`src/sv/gps_pkg.sv`:
```
package gps_pkg;

    localparam logic [1:0] ACT_CONFIGURE = 2'd0;
    localparam logic [1:0] ACT_POLL      = 2'd1;
    localparam logic [1:0] ACT_BYTE      = 2'd2;

    localparam logic [1:0] STAT_IDLE       = 2'd0;
    localparam logic [1:0] STAT_BUSY       = 2'd1;
    localparam logic [1:0] STAT_CONFIGURED = 2'd2;
    localparam logic [1:0] STAT_FAILED     = 2'd3;

    localparam logic [3:0] RETRY_LIMIT_RESET = 4'd10;
    localparam logic [3:0] ATTEMPT_MAX       = 4'd15;
    localparam logic [7:0] ID_MASK           = 8'hF0;
    localparam logic [7:0] ID_ANALOG         = 8'h70;

    // frame table rows
    localparam logic [1:0] FRM_ENTER  = 2'd0;
    localparam logic [1:0] FRM_ANALOG = 2'd1;
    localparam logic [1:0] FRM_EXIT   = 2'd2;
    localparam logic [1:0] FRM_POLL   = 2'd3;

    typedef enum logic [2:0] {
        PH_IDLE      = 3'd0,
        PH_ENTER     = 3'd1,
        PH_ANALOG    = 3'd2,
        PH_EXIT      = 3'd3,
        PH_POLL_CFG  = 3'd4,
        PH_POLL_ONLY = 3'd5
    } phase_t;

    typedef struct packed {
        logic [1:0] action;
        logic [7:0] rx_byte;
    } gps_cmd_t;

    typedef struct packed {
        logic [7:0]  tx_byte;
        logic        select_active;
        logic        frame_end;
        logic [15:0] buttons_held;
        logic [15:0] newly_pressed;
        logic [15:0] newly_released;
        logic [7:0]  right_x;
        logic [7:0]  right_y;
        logic [7:0]  left_x;
        logic [7:0]  left_y;
        logic [7:0]  device_id;
        logic [1:0]  status;
    } gps_res_t;

    function automatic logic [1:0] frame_row(phase_t ph);
        logic [1:0] row;
        unique case (ph)
            PH_ENTER:  row = FRM_ENTER;
            PH_ANALOG: row = FRM_ANALOG;
            PH_EXIT:   row = FRM_EXIT;
            default:   row = FRM_POLL;
        endcase
        return row;
    endfunction

    function automatic logic [3:0] frame_len(logic [1:0] row);
        return (row == FRM_ENTER) ? 4'd5 : 4'd9;
    endfunction

    function automatic logic [7:0] frame_byte(logic [1:0] row, logic [3:0] pos);
        logic [7:0] b;
        b = 8'h00;
        unique case (pos)
            4'd0: b = 8'h01;
            4'd1:
            begin
                unique case (row)
                    FRM_ENTER:  b = 8'h43;
                    FRM_ANALOG: b = 8'h44;
                    FRM_EXIT:   b = 8'h43;
                    default:    b = 8'h42;
                endcase
            end
            4'd3: b = (row == FRM_ENTER || row == FRM_ANALOG) ? 8'h01 : 8'h00;
            4'd4:
            begin
                if (row == FRM_ANALOG)
                begin
                    b = 8'h03;
                end
                else if (row == FRM_EXIT)
                begin
                    b = 8'h5A;
                end
            end
            4'd5, 4'd6, 4'd7, 4'd8: b = (row == FRM_EXIT) ? 8'h5A : 8'h00;
            default: b = 8'h00;
        endcase
        return b;
    endfunction

endpackage

```
`src/sv/gamepad_poll_sequencer.sv`:
```
// Gamepad poll sequencer.
// cmd channel: one transaction per command (configure, poll) or per byte
// exchanged on the serial link; rx_byte is the byte received for the byte
// last sent. res channel: exactly one result transaction per cmd
// transaction, giving the next byte to send, select and frame end, and the
// stored button, stick, id and status values.
// cfg channel: writes retry_limit (always ready); write it only while idle.
// The result is held in the output register and appears in the cycle after
// the cmd transaction. Throughput: one cmd transaction per cycle while the
// receiver takes each result; the state update is combinational.
// When the receiver stalls, cmd_ready stays high only if the held result is
// taken in the same cycle; otherwise cmd waits until res is accepted.
// Reset: sequencer idle, no buttons held, sticks and id zero, status idle,
// retry_limit 10, no result pending.
module gamepad_poll_sequencer
    import gps_pkg::*;
(
    input  logic     clk,
    input  logic     rst_n,
    input  logic     cmd_valid,
    output logic     cmd_ready,
    input  gps_cmd_t cmd,
    output logic     res_valid,
    input  logic     res_ready,
    output gps_res_t res,
    input  logic     cfg_valid,
    output logic     cfg_ready,
    input  logic [3:0] cfg_retry_limit
);

    phase_t      phase_reg, phase_next;
    logic [3:0]  pos_reg, pos_next;
    logic [3:0]  attempt_reg, attempt_next;
    logic [15:0] raw_reg, raw_next;
    logic [15:0] prev_reg, prev_next;
    logic [7:0]  stick_reg [4];
    logic [7:0]  stick_next [4];
    logic [7:0]  id_reg, id_next;
    logic [1:0]  link_reg, link_next;
    logic [3:0]  limit_reg;
    logic        res_valid_reg;
    gps_res_t    res_reg, res_next;
    logic        fend;
    logic        accept;

    logic [1:0]  row;
    logic [3:0]  pos_inc;
    logic [3:0]  attempt_inc;
    logic [3:0]  limit_eff;
    logic        running;

    assign cmd_ready = !res_valid_reg || res_ready;
    assign accept    = cmd_valid && cmd_ready;
    assign cfg_ready = 1'b1;
    assign res_valid = res_valid_reg;
    assign res       = res_reg;

    // next state
    always_comb
    begin
        phase_next   = phase_reg;
        pos_next     = pos_reg;
        attempt_next = attempt_reg;
        raw_next     = raw_reg;
        prev_next    = prev_reg;
        stick_next   = stick_reg;
        id_next      = id_reg;
        link_next    = link_reg;
        fend         = 1'b0;
        running      = (phase_reg != PH_IDLE);
        row          = frame_row(phase_reg);
        pos_inc      = pos_reg + 4'd1;
        attempt_inc  = (attempt_reg < ATTEMPT_MAX) ? attempt_reg + 4'd1 : attempt_reg;
        limit_eff    = (limit_reg == 4'd0) ? 4'd1 : limit_reg;

        if (!running)
        begin
            phase_next = PH_IDLE;
            pos_next   = 4'd0;
        end

        if (cmd.action == ACT_CONFIGURE)
        begin
            attempt_next = 4'd0;
            phase_next   = PH_ENTER;
            pos_next     = 4'd0;
        end
        else if (cmd.action == ACT_POLL)
        begin
            phase_next = PH_POLL_ONLY;
            pos_next   = 4'd0;
            prev_next  = raw_reg;
        end
        else if (cmd.action == ACT_BYTE && running)
        begin
            if (row == FRM_POLL)
            begin
                unique case (pos_reg)
                    4'd1: id_next = cmd.rx_byte;
                    4'd3: raw_next[7:0] = cmd.rx_byte;
                    4'd4: raw_next[15:8] = cmd.rx_byte;
                    4'd5: stick_next[0] = cmd.rx_byte;
                    4'd6: stick_next[1] = cmd.rx_byte;
                    4'd7: stick_next[2] = cmd.rx_byte;
                    4'd8: stick_next[3] = cmd.rx_byte;
                    default: ;
                endcase
            end
            pos_next = pos_inc;
            if (pos_inc >= frame_len(row))
            begin
                fend     = 1'b1;
                pos_next = 4'd0;
                unique case (phase_reg)
                    PH_ENTER:  phase_next = PH_ANALOG;
                    PH_ANALOG: phase_next = PH_EXIT;
                    PH_EXIT:
                    begin
                        phase_next = PH_POLL_CFG;
                        prev_next  = raw_next;
                    end
                    PH_POLL_CFG:
                    begin
                        attempt_next = attempt_inc;
                        if ((id_next & ID_MASK) == ID_ANALOG)
                        begin
                            link_next  = STAT_CONFIGURED;
                            phase_next = PH_IDLE;
                        end
                        else if (attempt_inc >= limit_eff)
                        begin
                            link_next  = STAT_FAILED;
                            phase_next = PH_IDLE;
                        end
                        else
                        begin
                            phase_next = PH_ENTER;
                        end
                    end
                    default: phase_next = PH_IDLE;
                endcase
            end
        end
    end

    // result
    always_comb
    begin
        logic [15:0] changed;
        changed                = raw_next ^ prev_next;
        res_next.select_active = (phase_next != PH_IDLE);
        res_next.tx_byte       = res_next.select_active
                                 ? frame_byte(frame_row(phase_next), pos_next) : 8'h00;
        res_next.frame_end      = fend;
        res_next.buttons_held   = ~raw_next;
        res_next.newly_pressed  = changed & ~raw_next;
        res_next.newly_released = changed & raw_next;
        res_next.right_x        = stick_next[0];
        res_next.right_y        = stick_next[1];
        res_next.left_x         = stick_next[2];
        res_next.left_y         = stick_next[3];
        res_next.device_id      = id_next;
        res_next.status         = res_next.select_active ? STAT_BUSY : link_next;
    end

    always_ff @(posedge clk or negedge rst_n)
    begin
        if (!rst_n)
        begin
            phase_reg     <= PH_IDLE;
            pos_reg       <= 4'd0;
            attempt_reg   <= 4'd0;
            raw_reg       <= 16'hFFFF;
            prev_reg      <= 16'hFFFF;
            stick_reg     <= '{default: 8'h00};
            id_reg        <= 8'h00;
            link_reg      <= STAT_IDLE;
            limit_reg     <= RETRY_LIMIT_RESET;
            res_valid_reg <= 1'b0;
        end
        else
        begin
            if (cfg_valid)
            begin
                limit_reg <= cfg_retry_limit;
            end
            if (accept)
            begin
                phase_reg     <= phase_next;
                pos_reg       <= pos_next;
                attempt_reg   <= attempt_next;
                raw_reg       <= raw_next;
                prev_reg      <= prev_next;
                stick_reg     <= stick_next;
                id_reg        <= id_next;
                link_reg      <= link_next;
                res_valid_reg <= 1'b1;
            end
            else if (res_ready)
            begin
                res_valid_reg <= 1'b0;
            end
        end
    end

    always_ff @(posedge clk)
    begin
        if (accept)
        begin
            res_reg <= res_next;
        end
    end

endmodule

```
`config.mk`:
```
export PLATFORM = sky130hd
export DESIGN_NAME = gamepad_poll_sequencer
export DESIGN_NICKNAME = d
export VERILOG_FILES = /design/src/sv/gps_pkg.sv /design/src/sv/gamepad_poll_sequencer.sv
export SDC_FILE = /design/constraint.sdc
export NUM_CORES = 1
export LEC_CHECK = 0
export BUFFER_PORTS_ARGS = -buffer_cell sky130_fd_sc_hd__buf_2
export CORE_MARGIN = 3
export CORE_UTILIZATION = 52
export CTS_CLUSTER_DIAMETER = 150
export DETAILED_ROUTE_END_ITERATION = 12
export HOLD_SLACK_MARGIN = 0.1
export PLACE_DENSITY = 0.84
export SETUP_SLACK_MARGIN = 0.5
export SYNTH_ARGS = -nofsm -noshare
export SYNTH_HDL_FRONTEND = slang
export SYNTH_SLANG_ARGS = --single-unit
```
`constraint.sdc`:
```
create_clock -name clk -period 4.3 [get_ports clk]
set_clock_uncertainty 0.05 [all_clocks]
set_input_delay 0.43 -clock clk [delete_from_list [all_inputs] [get_ports clk]]
set_output_delay 0.43 -clock clk [all_outputs]
set_load 0.01 [all_outputs]
```
-- Word-level counts from Yosys, hierarchy flattened
Index checks and enable logic that the tools add are counted.
- output and inout port bits: 103
- register bits: 190
- word-level logic and storage cells: 148
- add/subtract/negate cells: 2
- order comparisons: 3
- reduce and logical (&&, ||, !) cells: 20
- muxes and demuxes: 65
- bitwise operators: 5
- eq/ne operators: 28
- operators with widths (cell ; count):
    16-bit two-way mux ; 9
    32-bit two-way mux ; 4
    8-bit two-way mux ; 14
    4-bit two-way mux ; 13
    4-bit by 3-bit == test with 1-bit output (second input constant) ; 9
    7-bit case mux with 5 select lines ; 1
    16-bit bitwise AND ; 2
    16-bit NOT ; 1
    16-bit XOR ; 1
    3-bit two-way mux ; 5
    2-bit two-way mux ; 7
    7-bit two-way mux ; 2
    3-bit by 2-bit == test with 1-bit output (second input constant) ; 4
    2-bit case mux with 3 select lines ; 2
    3-bit case mux with 4 select lines ; 1
    4-bit by 1-bit adder with 4-bit output (second input constant) ; 2
    4-bit by 1-bit == test with 1-bit output (second input constant) ; 2
    4-bit by 2-bit == test with 1-bit output (second input constant) ; 2
    4-bit == test (second input constant) ; 2
    4-bit >= comparator ; 2
    4-bit zero test ; 2
    2-bit nonzero test ; 4
    2-bit == test (second input constant) ; 3
    3-bit by 1-bit == test with 1-bit output (second input constant) ; 2
    16 further kinds ; 27

-- Longest topological paths before layout
Gate-level depths: netlist of the first run.
- depth after elaboration: 20
- gate-level depth with buffers: 14
- gate-level depth less buffers: 11

-- Least setup slack after synthesis of the first run
Ideal clock, no wire load.
- path type: input -> register
- from: input port res_ready
- to: register res_reg (netlist bit res[0]), enable pin
- arrival: 3.728 ns
- required time: 3.751 ns
- slack: 0.023 ns
- stages: 4
- buffers on the path: 1
- cell sequence: nand2b_1 nand2_1 inv_2 buf_1
- word-level cells in the longest chain between the ends: 2
- ends and longest elaborated chain (what ; line ; source):
    start, declared ; gamepad_poll_sequencer.sv:24 ; input logic res_ready,
    1-bit logical OR ; gamepad_poll_sequencer.sv:52 ; assign cmd_ready = !res_valid_reg || res_ready;
    1-bit logical AND ; gamepad_poll_sequencer.sv:53 ; assign accept = cmd_valid && cmd_ready;
    net accept ; gamepad_poll_sequencer.sv:44 ; logic accept;
    end signal, assigned ; gamepad_poll_sequencer.sv:210 ; res_reg <= res_next;
    end, declared ; gamepad_poll_sequencer.sv:42 ; gps_res_t res_reg, res_next;
The timed path passes the listed nets, and every way through them passes these cells.
A chain may end at the register's enable or synchronous reset.

-- Final worst setup path of the first run
- from: register pos_reg[2]
- to: register res_reg (netlist bit res[92]) (data pin)
- word-level cells in the longest chain between the ends: 19
- ends and longest elaborated chain (what ; line ; source):
    start, declared ; gamepad_poll_sequencer.sv:32 ; logic [3:0] pos_reg, pos_next;
    start signal, assigned ; gamepad_poll_sequencer.sv:190 ; pos_reg <= pos_next;
    4-bit by 1-bit == test with 1-bit output ; gamepad_poll_sequencer.sv:98 ; unique case (pos_reg)
    8-bit two-way mux ; gamepad_poll_sequencer.sv:98 ;
    8-bit two-way mux ; gamepad_poll_sequencer.sv:96 ; if (row == FRM_POLL)
    8-bit two-way mux ; gamepad_poll_sequencer.sv:94 ; else if (cmd.action == ACT_BYTE && running)
    8-bit two-way mux ; gamepad_poll_sequencer.sv:88 ; else if (cmd.action == ACT_POLL)
    8-bit two-way mux ; gamepad_poll_sequencer.sv:82 ; if (cmd.action == ACT_CONFIGURE)
    4-bit by 3-bit == test with 1-bit output ; gamepad_poll_sequencer.sv:125 ; if ((id_next & ID_MASK) == ID_ANALOG)
    1-bit two-way mux ; gamepad_poll_sequencer.sv:125 ;
    [... 3 more ...] ; - ;
    3-bit two-way mux ; gamepad_poll_sequencer.sv:88 ;
    3-bit two-way mux ; gamepad_poll_sequencer.sv:82 ;
    3-bit by 2-bit == test with 1-bit output or 3-bit by 1-bit == test with 1-bit output (tied branches) ; gps_pkg.sv:54 ; unique case (ph)
    2-bit case mux with 3 select lines ; gps_pkg.sv:54 ;
    2-bit == test (tied with other cells) ; gps_pkg.sv:74 ; unique case (row)
    2-bit OR reduction (no source line) or 1-bit logical OR (tied branches) ; - ;
    3-bit case mux with 2 select lines or 1-bit two-way mux (tied branches) ; gps_pkg.sv:74, gps_pkg.sv:81 ;
    7-bit case mux with 5 select lines ; gps_pkg.sv:70 ; unique case (pos)
Several ways; a longest one is shown, not always the timed one. The select of a mux whose other input is x is not followed.

==> results.cfg, run 1 <==
[floorplanning]
start_util_pct = 54.0
core_um2 = 16200
chipHeight_um = 136
rows = 46
io_pins = 122
die_w_um = 136
die_area_um2 = 18400

[synth]
synthArstFlopShare_pct = 48.1
synth_cell_types = 61
syn_area_per_cell_um2 = 12.0
syn_area_um2 = 8740
synthFlopType = edfxtp_1
netlist_instances = 728
ys_warn_count = 0
synth.yosys.seq_area_share_pct = 59.6
ys_ff_latch = 187
synth_edf_count = 97

[final_layout]
num-fill-cells = 1252
syn_to_final_growth_pct = 15.2
postLayoutCellArea_um2 = 10100
largest_reg_flops = 97
final_cells = 1057
multi_input_area_um2 = 3290
seq_area_um2 = 5210
nNetsFinal = 858
n_antenna_cell = 0
drive_above_1_share_pct = 34.1

[route]
dr.first_iter.drc_count = 489
wl_um = 17700
ant_nets = 0
dr.pass1.iters = 7
num_vias = 5855
wire_per_inst_um = 16.7
drc_errors = 0
vias_per_cell = 5.54

[cts]
postCtsSetupBuffers = 0
clock_sinks = 187
htreeDepth = 4
clock_path_buffers = 2
root_buffer = clkbuf_16
cts_tree = built
cts_buffers = 17
hold_buffers = 0
cts.repair.resized = 0
clk_latency_ps = 430
clk_pin_slew_ps = 70

[sta]
slew_violations = 0
setup_violations = 0
min_period_ps = 3300
clock.fmax_ghz = 0.303
finalHoldViolations = 0
fin_crit_sh_pct = 76.8
relSlewSlack_pct = 37.0
worst_pin_slew_ps = 945
rsz0062_at_grt = no
tns_ps = 0

[critical_path]
rr_startpoint = pos_reg[2]$_DFFE_PN0P_
critPathKind = reg2reg
reg2reg_slack_ps = 1000
cp-start-kind = flop
crit_arrival_ps = 3430
worstPathMaxFanout = 11
cp.required_ps = 4430
cp-end-kind = flop
cp-startpoint = pos_reg[2]$_DFFE_PN0P_

[global_route]
grt_pass1_vias = 5708
grt_max_degree = 74
antenna_found_initial = 0
grt_pass1_wl_um = 29100
grt.total_usage_pct = 20.3
overflow = 0

[place]
gp_congestion = 0.858
hpwl_um = 11600
dpl_cell_area_um2 = 9470
place_inst = 1025
port_buffers = 118

[min_path]
hp-class = in2async

[pwr]
p_per_area_nw_per_um2 = 433
leakagePower_nw = 3.95
vdd_drop_max_uv = 284

[status]
outcome = complete, no violations

[run]
maxCapViolations = 0
-- kinds of logic (layout without fill, tap and decap cells) --
family | count (synthesis) | count (layout) | synth area share, %
and+or+nand+nor | 223 | 223 | 12.4
DFF | 187 | 187 | 59.6
AOI/OAI and AO/OA | 135 | 135 | 9.35
muxes | 107 | 107 | 13.5
buffers and inverters | 57 | 169 | 2.89
adders and majority gates | 11 | 11 | 1.57
xor gates and xnor gates | 6 | 6 | 0.601
other | 2 | 3 | 0.0859
-- path summary, 6_finish.rpt --
check	endpoint	cells past startpoint
max	res[92]$_SDFFCE_PN0P_	11
max reg2reg	res[92]$_SDFFCE_PN0P_	11
min	stick_reg[11]$_DFFE_PN0P_	1
min reg2reg	raw_reg[1]$_DFFE_PN1P_	2
max in group asynchronous	link_reg[1]$_DFFE_PN0P_	2
min in group clk	limit_reg[3]$_DFFE_PN1P_	3
-- report_power, final --
part,switching (W),internal [W],total (W)
clock,0.000726,0.000833,0.00156
sequential,0.0000902,0.00208,0.00217
combinational,0.000376,0.000252,0.000628
total,0.00119,0.00317,0.00436
-- metrics by stage --
step	total power (W)	util [%]	hold WS [ps]	setup WS (ps)
6_report	0.00436	62.2	84.9	997
5_1_grt	0.00457	62.2	137	715
4_1_cts	0.00440	62.2	111	1060
3_5_place_dp	0.00283	58.6	440	1060
3_3_place_gp	0.00281	58.6	432	1230
2_1_floorplan	0.00265	-	84.4	1380
-- layout make-up --
class                   instances  share of cell area, %
multi-input cells             485                   32.7
repair buffers                125                   6.54
inverters                      12                  0.472
clock buffers                  17                   4.23
flip-flops and latches        187                   51.7
clock inverters                15                   1.69
well taps                     216                   2.68
-- cells in the mapped netlist, drive strengths merged, types with 8 or more instances --
master / instances / area (um2)
nor2: 101 / 387
edfxtp: 97 / 2910
mux2: 90 / 1010
dfrtp: 56 / 1400
a21oi: 55 / 275
nand2: 43 / 161
o21ai: 40 / 200
dfstp: 34 / 893
clkbuf: 26 / 97.6
and2: 21 / 131
nor2b: 20 / 125
buf: 19 / 110
mux2i: 17 / 170
a211oi: 16 / 120
inv: 12 / 45.0
ha: 11 / 138
nor3: 8 / 62.6
-- worst max-delay path, cell delays in order (launching register included) --
cell and delay, ps:
dfrtp_1 500, nand3_1 210, xor2_1 210, inv_1 60, ha_1 300, a21oi_1 270, o21ai_1 320, o32a_1 450
and2_1 190, and3_1 180, o31ai_1 220, nor2_1 70
-- metal layers --
metal	global-route usage (%)	routed length (um)	part of all wire, %	vias to the layer above
li1	-	-	-	2808
met1	26.3	7450	42	2808
met2	33.1	8660	49	210
met3	5.98	1290	7.3	29
met4	6.44	282	1.6	0
met5	0	0	0	-
-- cell usage in the layout, fill, tap and decap left out, types with 21 or more instances in the layout --
master	instances
mux2_2	82
a21oi_1	55
and2_1	21
nand2_1	42
o21ai_0	35
buf_2	117
dfstp_2	34
nor2_1	98
dfrtp_1	56
edfxtp_1	97
(Power assumes the default switching activity.)
==> inputs of run 2 (changes only) <==
clock period = 3 ns   (was 4.3 ns; I/O delays follow)
==> results.cfg, run 2 (synthesis gave the netlist of run 1 again) <==
[floorplanning]
rows = 46
core_um2 = 16200
io_pins = 122
die_area_um2 = 18400
die_w_um = 136
chipHeight_um = 136
start_util_pct = 54.0

[sta]
min_period_ps = 2750
clock.fmax_ghz = 0.364
finalHoldViolations = 0
tns_ps = 0
relSlewSlack_pct = 35.9
rsz0062_at_grt = yes
setup_violations = 0
fin_crit_sh_pct = 91.6
slew_violations = 0
worst_pin_slew_ps = 962

[critical_path]
cpPeakStageDelay_ps = 460
cp_top_family = simple AND/OR/NAND/NOR gates
cp.required_ps = 3130
rr_startpoint = pos_reg[0]$_DFFE_PN0P_
r2r-end = res[46]$_DFFE_PP_
critPathBufInv = 3
critPathMostFrequentCell = a21oi_2
crit_arrival_ps = 2870
cp-start-kind = flop
crit_cells = 13
endpoint = res[46]$_DFFE_PP_
worst_path_max_delay_cell = dfrtp_2
cp-end-kind = flop
worstPathMaxFanout = 14
reg2regPathDepth = 13
cp-startpoint = pos_reg[0]$_DFFE_PN0P_
critPathKind = reg2reg
path_cells = nand3_4 -> xor2_2 -> inv_2 -> ha_4 -> a21oi_4 -> buf_4 -> o21a_1 -> or3_4 -> buf_12 -> nor2_2 -> a21oi_2 -> a21oi_2 -> nor2_1
reg2reg_slack_ps = 250

[global_route]
antenna_found_initial = 0
grt_max_degree = 72
grt_pass1_wl_um = 32000
grt_pass1_vias = 6168
overflow = 0
grt.total_usage_pct = 22.4

[route]
wl_met1_um = 8720
wl_um = 20400
vias_per_cell = 5.57
wl_met3_um = 1220
dr.first_iter.drc_count = 401
num_vias = 6216
ant_nets = 0
wire_per_inst_um = 18.3
drc_errors = 0
wl_met2_um = 10100
highest_layer = met4
dr.pass1.iters = 5

[cts]
clk_pin_slew_ps = 70
htreeDepth = 4
root_buffer = clkbuf_16
cts_tree = built
clock_path_buffers = 2
cts_buffers = 17
clk_latency_ps = 430
clock_sinks = 187

[final_layout]
n_antenna_cell = 0
postLayoutCellArea_um2 = 11000
drive_above_1_share_pct = 46.5
nNetsFinal = 916
final_core_util_pct = 68.1
final_common_cell = buf_2
most-common-layout-cells = buf_2 (117), edfxtp_1 (97), nor2_1 (85), mux2_2 (79), dfrtp_1 (51)
largest_reg_flops = 97
syn_to_final_growth_pct = 25.9

[place]
gp_congestion = 0.870
hpwl_um = 12800
dpl_cell_area_um2 = 9900
port_buffers = 118

[min_path]
hp-class = in2reg
worstHoldStart = res_ready

[status]
outcome = complete, no violations

[pwr]
p_per_area_nw_per_um2 = 597
leakagePower_nw = 4.28
vdd_drop_max_uv = 415

[run]
maxCapViolations = 0
-- run 2: changes by cell type in the layout (fill, tap and decap cells not counted), sizes merged --
cell,change
buf,+47
inv,-7
clkbuf,+3
clkinvlp,+3
bufinv,+1
dlygate4sd3,+11
-- run 2: worst reg2reg max path, cell delays in order (launching register included) --
cell and delay (ps):
dfrtp_2 460, nand3_4 110, xor2_2 200, inv_2 80
ha_4 300, a21oi_4 60, buf_4 130, o21a_1 130
or3_4 370, buf_12 170, nor2_2 100, a21oi_2 40
a21oi_2 230, nor2_1 60
-- run 2: power by group --
group / leakage, nW / total, W / switching [W] / internal (W)
logic: 2.03 / 0.00120 / 0.000670 / 0.000526
clock network: 0.285 / 0.00226 / 0.000980 / 0.00128
registers: 1.96 / 0.00311 / 0.000121 / 0.00299
total: 4.28 / 0.00657 / 0.00177 / 0.00480
-- run 2: worst min-delay path by stage --
stage,to,depth (start not counted)
finish,res_valid$_DFFE_PN0P_,3
global route,limit_reg[0]$_DFFE_PN0P_,2
CTS,limit_reg[0]$_DFFE_PN0P_,2
detailed placement,stick_reg[22]$_DFFE_PN0P_,1
global placement,stick_reg[20]$_DFFE_PN0P_,1
floorplan,attempt_reg[0]$_DFFE_PN0P_,0
-- run 2: per-stage QoR --
step / worst slack (ps) / hold slack, ps / power [W] / cells
2_1_floorplan: 376 / -45.6 / 0.00388 / 729
3_3_place_gp: 210 / 434 / 0.00419 / 1053
3_5_place_dp: 96.3 / 442 / 0.00423 / 1053
4_1_cts: 316 / 131 / 0.00656 / 1109
5_1_grt: 183 / 148 / 0.00684 / 1115
6_report: 252 / 150 / 0.00657 / 1115
-- run 2: routing by layer --
layer	GRT usage [%]	up-vias
met1	30.0	3067
met3	4.79	34
met4	6.44	0
met5	0	-
met2	37.2	201
li1	-	2914
-- run 2: repair_timing --
| action | in CTS | in global routing |
|---|---|---|
| hold endpoints to repair | 61 | 0 |
| gates cloned | 0 | 0 |
| buffers inserted | 13 | 6 |
| endpoints found under the setup margin | 74 | 90 |
| hold buffers | 11 | 0 |
| pin swaps | 14 | 22 |
| resized for setup | 30 | 25 |
-- run 2: cell type report --
class                           count  area (um2)
Sequential cell                   187        5210
Tap cell                          216         270
Clock inverter                     12         139
Multi-Input combinational cell    485        3700
Fill cell                        1148        5160
Inverter                           12        47.5
Clock buffer                       20         457
Timing Repair Buffer              183        1180
==> inputs of run 3 (changes only) <==
==> constraint.sdc (replaced) <==
create_clock -name clk -period 3 [get_ports clk]
set_clock_uncertainty 0.05 [all_clocks]
set_input_delay 0.15 -clock clk [delete_from_list [all_inputs] [get_ports clk]]
set_output_delay 0.15 -clock clk [all_outputs]
set_load 0.01 [all_outputs]
==> results.cfg, run 3 (synthesis gave the netlist of run 1 again) <==
[status]
outcome = complete, no violations

[cts]
clk_latency_ps = 440
clk_pin_slew_ps = 70
cts_tree = built
clock_sinks = 187
clock_path_buffers = 2
htreeDepth = 4
root_buffer = clkbuf_16
cts_buffers = 17

[sta]
setup_ws_ps = 206
relSlewSlack_pct = 42.3
setup_violations = 0
fin_crit_sh_pct = 93.1
rsz0062_at_grt = yes
min_period_ps = 2790
worst_pin_slew_ps = 866
clock.fmax_ghz = 0.358
tns_ps = 0
finalHoldViolations = 0
slew_violations = 0

[floorplanning]
chipHeight_um = 136
die_w_um = 136
start_util_pct = 54.0
io_pins = 122
rows = 46
die_area_um2 = 18400
core_um2 = 16200

[critical_path]
cp.required_ps = 3130
crit_arrival_ps = 2930
worstPathMaxFanout = 6
cp-start-kind = flop
reg2regPathDepth = 11
cp-end-kind = flop
critPathKind = reg2reg

[run]
maxCapViolations = 0

[route]
wire_per_inst_um = 19.6
dr.pass1.iters = 5
dr.first_iter.drc_count = 457
ant_nets = 0
num_vias = 6394
vias_per_cell = 5.69
drc_errors = 0
wl_um = 22100

[min_path]
whs_path_depth = 2
hp-class = in2reg

[pwr]
vdd_drop_max_uv = 504
p_sw_share_pct = 27.2
p_comb_share_pct = 19.4
p_clk_share_pct = 34.7
p_per_area_nw_per_um2 = 593
leakagePower_nw = 4.46
p_switching_w = 0.00186
internal_power_w = 0.00497
seqPwrFrac_pct = 45.9

[global_route]
overflow = 0
grt_pass1_vias = 6396
antenna_found_initial = 0
grt_max_degree = 64
grt_pass1_wl_um = 34100
grt.total_usage_pct = 23.9

[final_layout]
most-common-layout-cells = buf_2 (117), edfxtp_1 (97), nor2_1 (82), mux2_2 (70), dfrtp_1 (53)
largest_reg_flops = 97
drive_above_1_share_pct = 48.0
nNetsFinal = 924
final_common_cell = buf_2
syn_to_final_growth_pct = 31.8
n_antenna_cell = 0

[place]
hpwl_um = 13100
dp_slack_ps = 13.0
gp_congestion = 0.899
port_buffers = 118
[run 3: cell types whose count changed in the layout (fill, tap and decap cells not counted), moves of 5 or more]
cell / change
a21oi_2: -13
a21oi_4: +17
mux2_2: -9
mux2_4: +9
mux2i_1: -5
nor2_2: -11
nor2_4: +14
[run 3: final timing paths]
path	to	startpoint	slack [ps]
worst max-delay path	res[49]$_DFFE_PP_	pos_reg[1]$_DFFE_PN0P_	210
worst min-delay path	stick_reg[24]$_DFFE_PN0P_	cmd[0]	120
worst max register to register	res[49]$_DFFE_PP_	pos_reg[1]$_DFFE_PN0P_	210
worst min register to register	raw_reg[3]$_DFFE_PN1P_	raw_reg[3]$_DFFE_PN1P_	450
max in group asynchronous	prev_reg[10]$_DFFE_PN1P_	rst_n	1650
min in group asynchronous	limit_reg[0]$_DFFE_PN0P_	rst_n	280
[run 3: stage by stage]
stage          total power [W]  area (um2)  cells  util (%)  hold slack, ps
6_report               0.00683       11500   1123      71.2             123
3_3_place_gp           0.00419        9900   1050      61.2             254
4_1_cts                0.00670       11100   1113      68.7             116
3_5_place_dp           0.00423        9900   1050      61.2             254
5_1_grt                0.00709       11500   1123      71.2             140
2_1_floorplan          0.00388        9010    729         -            -196
[run 3: power groups by stage]
| stage | registers [W] | logic, W | clock network (W) |
|---|---|---|---|
| after floorplan | 0.00317 | 0.000709 | 0 |
| after global placement | 0.00314 | 0.00105 | 0 |
| after detailed placement | 0.00315 | 0.00108 | 0 |
| after CTS | 0.00312 | 0.00120 | 0.00238 |
| after global routing | 0.00316 | 0.00144 | 0.00249 |
| final | 0.00313 | 0.00133 | 0.00237 |
[run 3: metal layers]
layer | global-route usage [%] | part of all wire (%) | vias to the layer above
met1 | 32.3 | 43 | 3223
met5 | 0 | 0 | -
met3 | 5.13 | 5.0 | 42
met2 | 39.4 | 50 | 190
li1 | - | - | 2939
met4 | 7.11 | 2.0 | 0
[run 3: area by class of cell]
cell class                      instances  area (um2)
Clock buffer                           20         457
Tap cell                              216         270
Fill cell                            1071        4650
Multi-Input combinational cell        485        4020
Sequential cell                       187        5210
Timing Repair Buffer                  191        1350
Clock inverter                         12         164
Inverter                               12        50.0
[run 3: critical path: stages (launching register included)]
cell	delay, ps
dfrtp_2	460
ha_4	200
xor2_2	170
ha_4	290
nand2_4	60
o21a_1	180
or3_4	500
buf_12	210
nor2_4	140
a21oi_4	50
a21oi_2	160
nor2_1	60
[run 3: repair_timing]
action	in CTS	in global routing
resized for setup	52	63
gates cloned	4	0
setup buffers	13	10
hold buffers	14	0
setup endpoints to repair	60	86
pin swaps	14	32
endpoints found under the hold margin	61	0
